**src/hw/rtl/rau_pkg.sv**
```systemverilog
// shared constants and types for the rational arithmetic unit
package rau_pkg;

  localparam int OP_W  = 16;
  localparam int DW    = 2 * OP_W;
  localparam int NUM_W = DW + 1;
  localparam int DEN_W = DW;
  localparam int KW    = $clog2(DW + 1);

  localparam logic [2:0] KIND_ADD = 3'd0;
  localparam logic [2:0] KIND_SUB = 3'd1;
  localparam logic [2:0] KIND_MUL = 3'd2;
  localparam logic [2:0] KIND_DIV = 3'd3;
  localparam logic [2:0] KIND_EQ  = 3'd4;
  localparam logic [2:0] KIND_NRM = 3'd5;

  typedef struct packed {
    logic          vld;
    logic          tag;
    logic [DW-1:0] rem;
    logic [DW-1:0] dq;
    logic [DW-1:0] dvs;
  } rau_lane_t;

endpackage

```
**src/hw/rtl/rau_cell.sv**
```systemverilog
// one restoring division step of the divider chain
module rau_cell import rau_pkg::*; (
  input  logic      clk_i,
  input  logic      rst_ni,
  input  rau_lane_t lane_i,
  output rau_lane_t lane_o
);

  logic [DW:0] shifted;
  logic        ge;
  rau_lane_t   lane_d, lane_q;

  always_comb begin
    shifted = {lane_i.rem, lane_i.dq[DW-1]};
    ge      = shifted >= {1'b0, lane_i.dvs};
    lane_d  = lane_i;
    lane_d.rem = ge ? DW'(shifted - {1'b0, lane_i.dvs}) : shifted[DW-1:0];
    lane_d.dq  = {lane_i.dq[DW-2:0], ge};
  end

  always_ff @(posedge clk_i or negedge rst_ni) begin
    if (!rst_ni) begin
      lane_q <= '0;
    end else begin
      lane_q <= lane_d;
    end
  end

  assign lane_o = lane_q;

endmodule

```
**config.mk**
```make
export PLATFORM = sky130hd
export DESIGN_NAME = rau_cell
export DESIGN_NICKNAME = d
export VERILOG_FILES = /design/src/hw/rtl/rau_pkg.sv /design/src/hw/rtl/rau_cell.sv
export SDC_FILE = /design/constraint.sdc
export NUM_CORES = 1
export LEC_CHECK = 0
export BUFFER_PORTS_ARGS = -buffer_cell sky130_fd_sc_hd__buf_2
export CAP_MARGIN = 5
export CORE_MARGIN = 2
export CORE_UTILIZATION = 50
export DETAILED_ROUTE_END_ITERATION = 6
export GPL_ROUTABILITY_DRIVEN = 0
export PLACE_DENSITY = 0.83
export RECOVER_POWER = 100
export SLEW_MARGIN = 20
export SYNTH_ARGS = -nofsm -noshare
export SYNTH_HDL_FRONTEND = slang
export SYNTH_SLANG_ARGS = --single-unit
```
**constraint.sdc**
```tcl
create_clock -name clk_i -period 0.88 [get_ports clk_i]
set_input_delay 0.044 -clock clk_i [delete_from_list [all_inputs] [get_ports clk_i]]
set_output_delay 0.044 -clock clk_i [all_outputs]
set_load 0.05 [all_outputs]
```
==> flow_summary_export.csv, run 1 <==
group,metric,value,unit
floorplan,chipHeight,101.8,µm
global_routing,grt_max_degree,47,
cts,cts-htree-levels,3,
logic_synthesis,synth_area_per_cell,10.46,µm²
floorplan,rows,35,
cts,cts_buffers,9,
floorplan,initial_core_util,0.5173,
timing,worstEndpointGrtRepair,"lane_o[69]$_DFF_PN0_/D",
logic_synthesis,synth_warnings,0,
logic_synthesis,ys_seq_area_frac,0.5131,
cts,clock-sinks,98,
logic_synthesis,synth.most_common_cell,"dfrtp_1",
timing,endpoint_type,"register input",
logic_synthesis,synthTopCellsByCount,"dfrtp_1 (98), a21oi_1 (54), inv_1 (46), nor2_1 (37), ha_1 (32)",
floorplan,io_pins,198,
global_routing,grtUsageTotal,0.9260,
logic_synthesis,ys_ff_latch,98,
floorplan,die_w,101.8,µm
logic_synthesis,synth_area,0.004780,mm²
cts,cts_buffer_depth,2,
status,status,"stopped before the end",
place,placed_cells,869,
logic_synthesis,synth_top_cell_area_share,0.5131,
status,lastStage,"5_1_grt",
place,hpwl,10.87,mm
logic_synthesis,synthArstFlopShare,1.000,
place,io_buffer_count,197,
logic_synthesis,netlist_instances,457,
logic_synthesis,yosys-top-cells-area,"dfrtp_1 (51%), ha_1 (8.4%), a21oi_1 (5.7%)",
logic_synthesis,synth_nets,590,
logic_synthesis,synth_edf_count,0,
cts,cts-root-buf,"clkbuf_8",
status,stop_error,"[ERROR GRT-0232] Routing congestion too high. Check the congestion heatmap in the GUI.",
logic_synthesis,synth_ff_type,"dfrtp_1",
global_routing,grt_overflow_total,582,
logic_synthesis,synth_cell_type_count,49,
logic_synthesis,yosysTopAreaCell,"dfrtp_1",
-- metal layers --
layer | overflow | global-route usage
met3 | 5 | 0.7088
met4 | 186 | 1.130
met1 | 4 | 0.8295
met2 | 387 | 1.169
met5 | 0 | 0.2212
-- timing repair --
item / CTS
setup endpoints to repair: 131
gates resized for setup: 268
gates cloned: 3
buffers inserted: 13
pin swaps: 18
endpoints found under the hold margin: 190
hold buffers: 93
-- cells by family after synthesis --
group                      synth area share
muxes                               0.02932
and+or+nand+nor                      0.1094
DFF                                  0.5131
AOI/OAI and AO/OA                    0.1531
adders and majority gates           0.08796
xor gates and xnor gates            0.04764
buffers and inverters               0.05942
-- per-stage QoR --
stage,worst slack [ns],area [µm²],TNS (ns)
CTS,-1.131,8891,-42.61
detailed placement,-1.705,6718,-51.42
global placement,-1.530,6718,-47.22
floorplan,-1.296,4887,-41.69
==> run 2: changes to the inputs <==
- CORE_UTILIZATION: 50 -> 35
- PLACE_DENSITY: 0.83 -> unset
- PLACE_DENSITY_LB_ADDON: unset -> 0.15
==> run 2 against run 1 <==
The flow now finishes, with violations (negative setup slack); synthesized cell count unchanged; area after synthesis unchanged.
==> flow_summary_export.csv, run 2 <==
group,metric,value,unit
drt,drt_iter0_markers,188,
logic_synthesis,synth_adder_area_share,0.08796,
critical_path,crit_path_end_kind,"flip-flop",
run,max_cap_violations,0,
critical_path,critPathMaxFanout,7,
timing,timing.final.ws_setup,-1.117,ns
cts,clock-sinks,98,
status,status,"finished, violations left",
logic_synthesis,synth_compound_area_frac,0.1531,
status,violations,"negative setup slack",
cells_and_area,final_cell_area,0.009156,mm²
logic_synthesis,netlist_instances,457,
floorplan,rows,42,
power,p_per_area,1754,mW/mm²
cells_and_area,fin_util,0.6887,
logic_synthesis,synth_ff_type,"dfrtp_1",
cells_and_area,fill_cells,993,
timing,setup_viol,131,
logic_synthesis,yosysTopAreaCell,"dfrtp_1",
cts,cts-htree-levels,3,
place,placed_cells,918,
min_path,min_delay_worst_endpoint,"lane_o[95]",
global_routing,grt_max_degree,60,
critical_path,critical_path_arrival,2.24,ns
timing,hold_violations,0,
cells_and_area,num-nets-final,989,
logic_synthesis,synth_nets,590,
cells_and_area,finalNonFillerCells,1037,
power,p_leak,4.357,nW
min_path,hold_depth,3,
timing,fin_crit,1.997,ns
floorplan,die_w,120.9,µm
min_path,hold_start,"lane_i[94]",
global_routing,grt_pass1_vias,5144,
floorplan,chipHeight,120.9,µm
timing,worstMarginPinSlew,0.5287,ns
floorplan,die_area,0.01461,mm²
logic_synthesis,synthArstFlopShare,1.000,
logic_synthesis,synth_cell_type_count,49,
critical_path,startpoint_type,"input port",
cells_and_area,final_cell_mix,"buf_6 (103), buf_4 (102), dfrtp_1 (98)",
cells_and_area,ff_latch_area,0.002452,mm²
cells_and_area,final_common_cell,"buf_6",
logic_synthesis,synthTopCellsByCount,"dfrtp_1 (98), a21oi_1 (54), inv_1 (46), nor2_1 (37), ha_1 (32)",
drt,antenna_left,0,
cells_and_area,antenna_cells,0,
timing,rsz0062_at_grt,"yes",
critical_path,cp_cell_sequence,"buf_8, inv_6, ha_4, a21o_1, o21a_1, a311oi_2, o21ai_2, or3b_4, o21a_4, buf_12, mux2_4",
logic_synthesis,synth_warnings,0,
logic_synthesis,synth_area_per_cell,10.46,µm²
logic_synthesis,synth_top_cell_area_share,0.5131,
drt,drt_first_pass_iters,6,
global_routing,grtUsageTotal,0.2165,
cts,cts-root-buf,"clkbuf_16",
cts,cts.clk_slew.worst_paths,0.07,ns
global_routing,antenna_found_initial,0,
cts,cts_buffers,9,
drt,drc,0,
logic_synthesis,ys_ff_latch,98,
place,postPlaceCellArea,0.006779,mm²
timing,max_freq,500.8,MHz
cells_and_area,largest_reg_flops,98,
cells_and_area,drive_gt1_frac,0.4669,
global_routing,grt_overflow_total,0,
cells_and_area,multi_input_area,0.002480,mm²
critical_path,cp.required,1.12,ns
logic_synthesis,synth_edf_count,0,
drt,routed_via_density,4.658,
drt,routed-via-count,4830,
floorplan,initial_core_util,0.3595,
logic_synthesis,ys_seq_area_frac,0.5131,
logic_synthesis,synth_top_family_by_area,"compound AO/OA/AOI/OAI gates",
floorplan,io_pins,198,
drt,post_drt_wl_per_cell,15.34,µm
cts,cts_buffer_depth,2,
logic_synthesis,synth-xor-area-share,0.04764,
min_path,hold_path_class,"in2reg",
place,io_buffer_count,197,
global_routing,grt_pass1_wl,24.66,mm
logic_synthesis,synthSimpleGateAreaFrac,0.1094,
timing,relSlewSlack,0.6475,
timing,drv_slew,0,
timing,fin_crit_sh,2.269,
power,peakVddDrop,0.0009089,V
critical_path,cpMaxStageDelayCell,"or3b_4",
floorplan,core,0.01330,mm²
cells_and_area,area.growth.synth_to_final,91.57,%
power,p_total,16.06,mW
place,hpwl,10.46,mm
drt,wl,15.90,mm
logic_synthesis,synth.most_common_cell,"dfrtp_1",
logic_synthesis,yosys-top-cells-area,"dfrtp_1 (51%), ha_1 (8.4%), a21oi_1 (5.7%)",
logic_synthesis,muxShareOfSynthArea,0.02932,
cts,cts_tree,"yes",
critical_path,slowest_delay,0.39,ns
critical_path,crit_type,"in2reg",
logic_synthesis,synth_area,0.004780,mm²
run 2: cell counts after synthesis:
No cell type changed its count.
run 2: repair_timing:
action,4_1_cts,5_1_grt
setup endpoints to repair,131,131
cloned,3,0
buffers inserted,4,4
hold buffers,92,1
pin swaps,14,15
endpoints found under the hold margin,190,1
gates resized for setup,247,58
run 2: cells by family after synthesis:
| kind of cell | Yosys count |
|---|---|
| adder cells (fa/ha/maj) | 33 |
| XOR/XNOR | 26 |
| multiplexers | 10 |
| buffers and inverters | 63 |
| flip-flops | 98 |
| AO/OA/AOI/OAI | 120 |
| AND/OR/NAND/NOR | 107 |
run 2: critical path, delay by kind of cell:
kind / cells / cell delay [ns]
AO/OA/AOI/OAI: 5 / 1.00
multiplexers: 1 / 0.29
adder cells (fa/ha/maj): 1 / 0.20
buffers and inverters: 3 / 0.30
AND/OR/NAND/NOR: 1 / 0.39
run 2: power breakdown:
part / switching [mW] / leakage, nW / internal [mW]
sequential: 0.239 / 1.13 / 4.98
clock: 1.81 / 0.148 / 2.23
combinational: 3.75 / 3.07 / 3.05
total: 5.80 / 4.36 / 10.3
run 2: how the worst max path moves through the flow:
stage	start	endpoint	slack [ns]	cells past startpoint
after floorplan	lane_i[86]	lane_o[68]	-1.30	10
after global placement	lane_i[63]	lane_o[88]	-1.62	12
after detailed placement	lane_i[63]	lane_o[90]	-1.69	13
after CTS	lane_i[23]	lane_o[69]	-1.12	12
after global routing	lane_i[23]	lane_o[72]	-1.20	13
final	lane_i[23]	lane_o[71]	-1.12	11
run 2: area by class of cell:
class / instances / area share
multi-input cells: 296 / 0.2708
inverters: 46 / 0.01968
flip-flops and latches: 98 / 0.2678
well taps: 176 / 0.02405
clock buffers: 9 / 0.02460
repair buffers: 405 / 0.3847
clock inverters: 7 / 0.008336
run 2: through the flow:
step           TNS, ns  hold slack (ns)  setup WS (ns)
3_5_place_dp    -50.80          0.04238         -1.691
3_3_place_gp    -49.96          0.03929         -1.621
4_1_cts         -41.96         -0.05765         -1.118
5_1_grt         -48.14          0.04290         -1.205
6_report        -40.76          0.02164         -1.117
2_1_floorplan   -41.69          -0.2516         -1.296
run 2: metal layers:
metal	track usage	wire length (µm)	up-vias
met2	0.3789	8056	161
met5	0	0	-
met4	0.08430	297	0
li1	-	-	2367
met3	0.04840	966	21
met1	0.2576	6582	2281
Note: power is estimated with default switching activity, not from simulation.
==> run 3: changes to the inputs <==
- SETUP_SLACK_MARGIN: unset -> 0.15
==> run 3 against run 2 <==
The run ends with negative hold slack, negative setup slack left; maximum frequency is 0.70% lower; hold slack worse by 0.076 ns; largest power group unchanged; total power is 0.32% higher; non-clock buffer count is 1 lower.
==> flow_summary_export.csv, run 3 (same netlist as run 2, synthesis figures left out) <==
group,metric,value,unit
global_routing,grt_pass1_vias,5134,
drt,routed_via_density,4.634,
cells_and_area,final_common_cell,"buf_6",
timing,timing.final.ws_setup,-1.131,ns
drt,routed-via-count,4801,
critical_path,critPathMaxFanout,6,
drt,drt_iter0_markers,155,
drt,post_drt_wl_per_cell,15.24,µm
status,status,"finished, violations left",
timing,setup_viol,131,
critical_path,crit_type,"in2reg",
critical_path,cp.required,1.13,ns
critical_path,critical_path_arrival,2.26,ns
cts,cts-htree-levels,3,
power,peakVddDrop,0.0009592,V
place,hpwl,10.46,mm
drt,antenna_left,0,
global_routing,grt_overflow_total,0,
run,max_cap_violations,0,
power,p_leak,4.366,nW
drt,drc,0,
global_routing,antenna_found_initial,0,
place,io_buffer_count,197,
cells_and_area,final_cell_mix,"buf_6 (104), buf_4 (101), dfrtp_1 (98)",
cells_and_area,num-nets-final,988,
min_path,hold_path_class,"in2reg",
cts,cts_buffer_depth,2,
floorplan,core,0.01330,mm²
timing,max_freq,497.3,MHz
power,p_per_area,1757,mW/mm²
timing,fin_crit_sh,2.285,
timing,relSlewSlack,0.6472,
cts,cts.clk_slew.worst_paths,0.07,ns
global_routing,grt_max_degree,60,
cts,cts-root-buf,"clkbuf_16",
timing,fin_crit,2.011,ns
cts,clock-sinks,98,
timing,rsz0062_at_grt,"yes",
cts,cts_hold_buf,91,
floorplan,rows,42,
timing,drv_slew,0,
global_routing,grtUsageTotal,0.2162,
critical_path,crit_path_end_kind,"flip-flop",
cells_and_area,fill_cells,995,
floorplan,die_w,120.9,µm
critical_path,startpoint_type,"input port",
cells_and_area,drive_gt1_frac,0.4733,
floorplan,io_pins,198,
cells_and_area,area.growth.synth_to_final,91.94,%
cells_and_area,antenna_cells,0,
floorplan,die_area,0.01461,mm²
cts,cts_buffers,9,
timing,worst_hold_slack,-0.05450,ns
timing,worstMarginPinSlew,0.5292,ns
place,dp_slack,-1.691,ns
floorplan,chipHeight,120.9,µm
global_routing,grt_pass1_wl,24.63,mm
cts,cts_tree,"yes",
drt,wl,15.79,mm
drt,drt_first_pass_iters,6,
timing,hold_violations,2,
floorplan,initial_core_util,0.3595,
timing,fin_tns_setup,-41.22,ns
cells_and_area,largest_reg_flops,98,
status,violations,"negative hold slack, negative setup slack",
run 3: per-stage QoR:
step | utilization | area (µm²) | power, mW | hold slack, ns | std cells
finish | 0.6900 | 9174 | 16.12 | -0.05450 | 1036
global route | 0.6900 | 9174 | 16.85 | -0.05340 | 1036
CTS | 0.6712 | 8924 | 15.87 | -0.05765 | 1032
detailed placement | 0.5099 | 6779 | 10.41 | 0.04238 | 918
global placement | 0.5099 | 6779 | 10.38 | 0.03929 | 918
floorplan | - | 4887 | 8.606 | -0.2516 | 457
run 3: critical path: stages:
cell and delay [ns]:
buf_8 0.10, inv_6 0.04, ha_4 0.20, a21o_1 0.16, o21a_1 0.18, a311oi_2 0.27
o21ai_2 0.13, or3b_4 0.39, o21a_4 0.26, buf_12 0.13, buf_16 0.13, a31o_2 0.20
run 3: worst paths after layout:
| path | start | to | slack (ns) | cells past startpoint |
|---|---|---|---|---|
| max | lane_i[23] | lane_o[69] | -1.13 | 12 |
| min | lane_i[86] | lane_o[87] | -0.05 | 2 |
| max in group asynchronous | rst_ni | lane_o[93] | 0.11 | 3 |
| min in group asynchronous | rst_ni | lane_o[11] | 0.33 | 3 |
run 3: report_power, final:
part	total [mW]	switching, mW	leakage [nW]	internal [mW]
registers	5.22	0.238	1.13	4.98
clock network	4.04	1.81	0.148	2.23
logic	6.85	3.78	3.08	3.08
total	16.1	5.83	4.37	10.3
run 3: layout make-up:
cell class,count,area [µm²],share of cell area
timing repair buffer,404,3536,0.3854
sequential,98,2452,0.2673
clock buffer,9,225.2,0.02455
multi-input combinational,296,2484,0.2707
inverter,46,180.2,0.01964
clock inverter,7,76.32,0.008320
tap,176,220.2,0.02400
run 3: per-layer routing:
| metal | global-route usage | vias up | part of all wire |
|---|---|---|---|
| met5 | 0 | - | 0 |
| met1 | 0.2576 | 2252 | 0.41 |
| met2 | 0.3778 | 165 | 0.51 |
| met3 | 0.04840 | 19 | 0.062 |
| met4 | 0.08430 | 0 | 0.019 |
| li1 | - | 2365 | - |
run 3: what timing repair did:
| item | CTS | global route |
|---|---|---|
| endpoints found under the hold margin | 190 | 2 |
| cloned | 3 | 0 |
| setup buffers | 4 | 4 |
| setup endpoints to repair | 131 | 131 |
| pin swaps | 14 | 15 |
| gates resized for setup | 247 | 67 |
==> run 4: changes to the inputs <==
- CORE_UTILIZATION: 35 -> 50
==> run 4 against run 3 <==
The flow now stops in 5_1_grt; area after synthesis unchanged; synthesized cell count unchanged.
==> flow_summary_export.csv, run 4 <==
group,metric,value,unit
status,status,"stopped before the end",
floorplan,rows,35,
logic_synthesis,ys_ff_latch,98,
logic_synthesis,ys_seq_area_frac,0.5131,
logic_synthesis,yosysTopAreaCell,"dfrtp_1",
cts,cts-root-buf,"clkbuf_8",
floorplan,chipHeight,101.8,µm
place,dp_slack,-1.666,ns
cts,cts-htree-levels,3,
global_routing,grt_max_degree,31,
logic_synthesis,synth_nets,590,
logic_synthesis,netlist_instances,457,
logic_synthesis,synth_cell_type_count,49,
cts,cts_buffers,9,
global_routing,grt_overflow_total,564,
cts,clock-sinks,98,
status,lastStage,"5_1_grt",
place,io_buffer_count,197,
logic_synthesis,yosys-top-cells-area,"dfrtp_1 (51%), ha_1 (8.4%), a21oi_1 (5.7%)",
cts,cts_buffer_depth,2,
timing,worstEndpointGrtRepair,"lane_o[69]$_DFF_PN0_/D",
global_routing,grtUsageTotal,0.9243,
logic_synthesis,synth_area_per_cell,10.46,µm²
logic_synthesis,synth_top_cell_area_share,0.5131,
logic_synthesis,synth_area,0.004780,mm²
logic_synthesis,synth_edf_count,0,
logic_synthesis,synth.most_common_cell,"dfrtp_1",
floorplan,io_pins,198,
logic_synthesis,synthArstFlopShare,1.000,
logic_synthesis,synth_ff_type,"dfrtp_1",
floorplan,initial_core_util,0.5173,
logic_synthesis,synthTopCellsByCount,"dfrtp_1 (98), a21oi_1 (54), inv_1 (46), nor2_1 (37), ha_1 (32)",
status,stop_error,"[ERROR GRT-0232] Routing congestion too high. Check the congestion heatmap in the GUI.",
timing,endpoint_type,"register input",
logic_synthesis,synth_warnings,0,
floorplan,die_w,101.8,µm
place,hpwl,10.38,mm
-- run 4: routing by layer --
layer  GRT overflow  global-route usage
met4            188               1.102
met5              0              0.3173
met1              7              0.8198
met3              9              0.7398
met2            360               1.154
-- run 4: what timing repair did --
item                       CTS
hold endpoints to repair   190
gates resized for setup    247
setup endpoints to repair  131
gates cloned                 2
pin swaps                   15
hold buffers                91
buffers inserted             5
-- run 4: kinds of logic after synthesis --
kind of cell	after synthesis	synth area share
buf+inv	63	0.05942
fa+ha+maj	33	0.08796
compound gates	120	0.1531
flops	98	0.5131
mux	10	0.02932
simple gates	107	0.1094
xor+xnor	26	0.04764
-- run 4: through the flow --
| stage | hold slack (ns) | instance area [µm²] | instances |
|---|---|---|---|
| 3_5_place_dp | -0.04055 | 6745 | 871 |
| 3_3_place_gp | -0.04432 | 6745 | 871 |
| 4_1_cts | -0.008706 | 8766 | 985 |
| 2_1_floorplan | -0.2516 | 4887 | 457 |
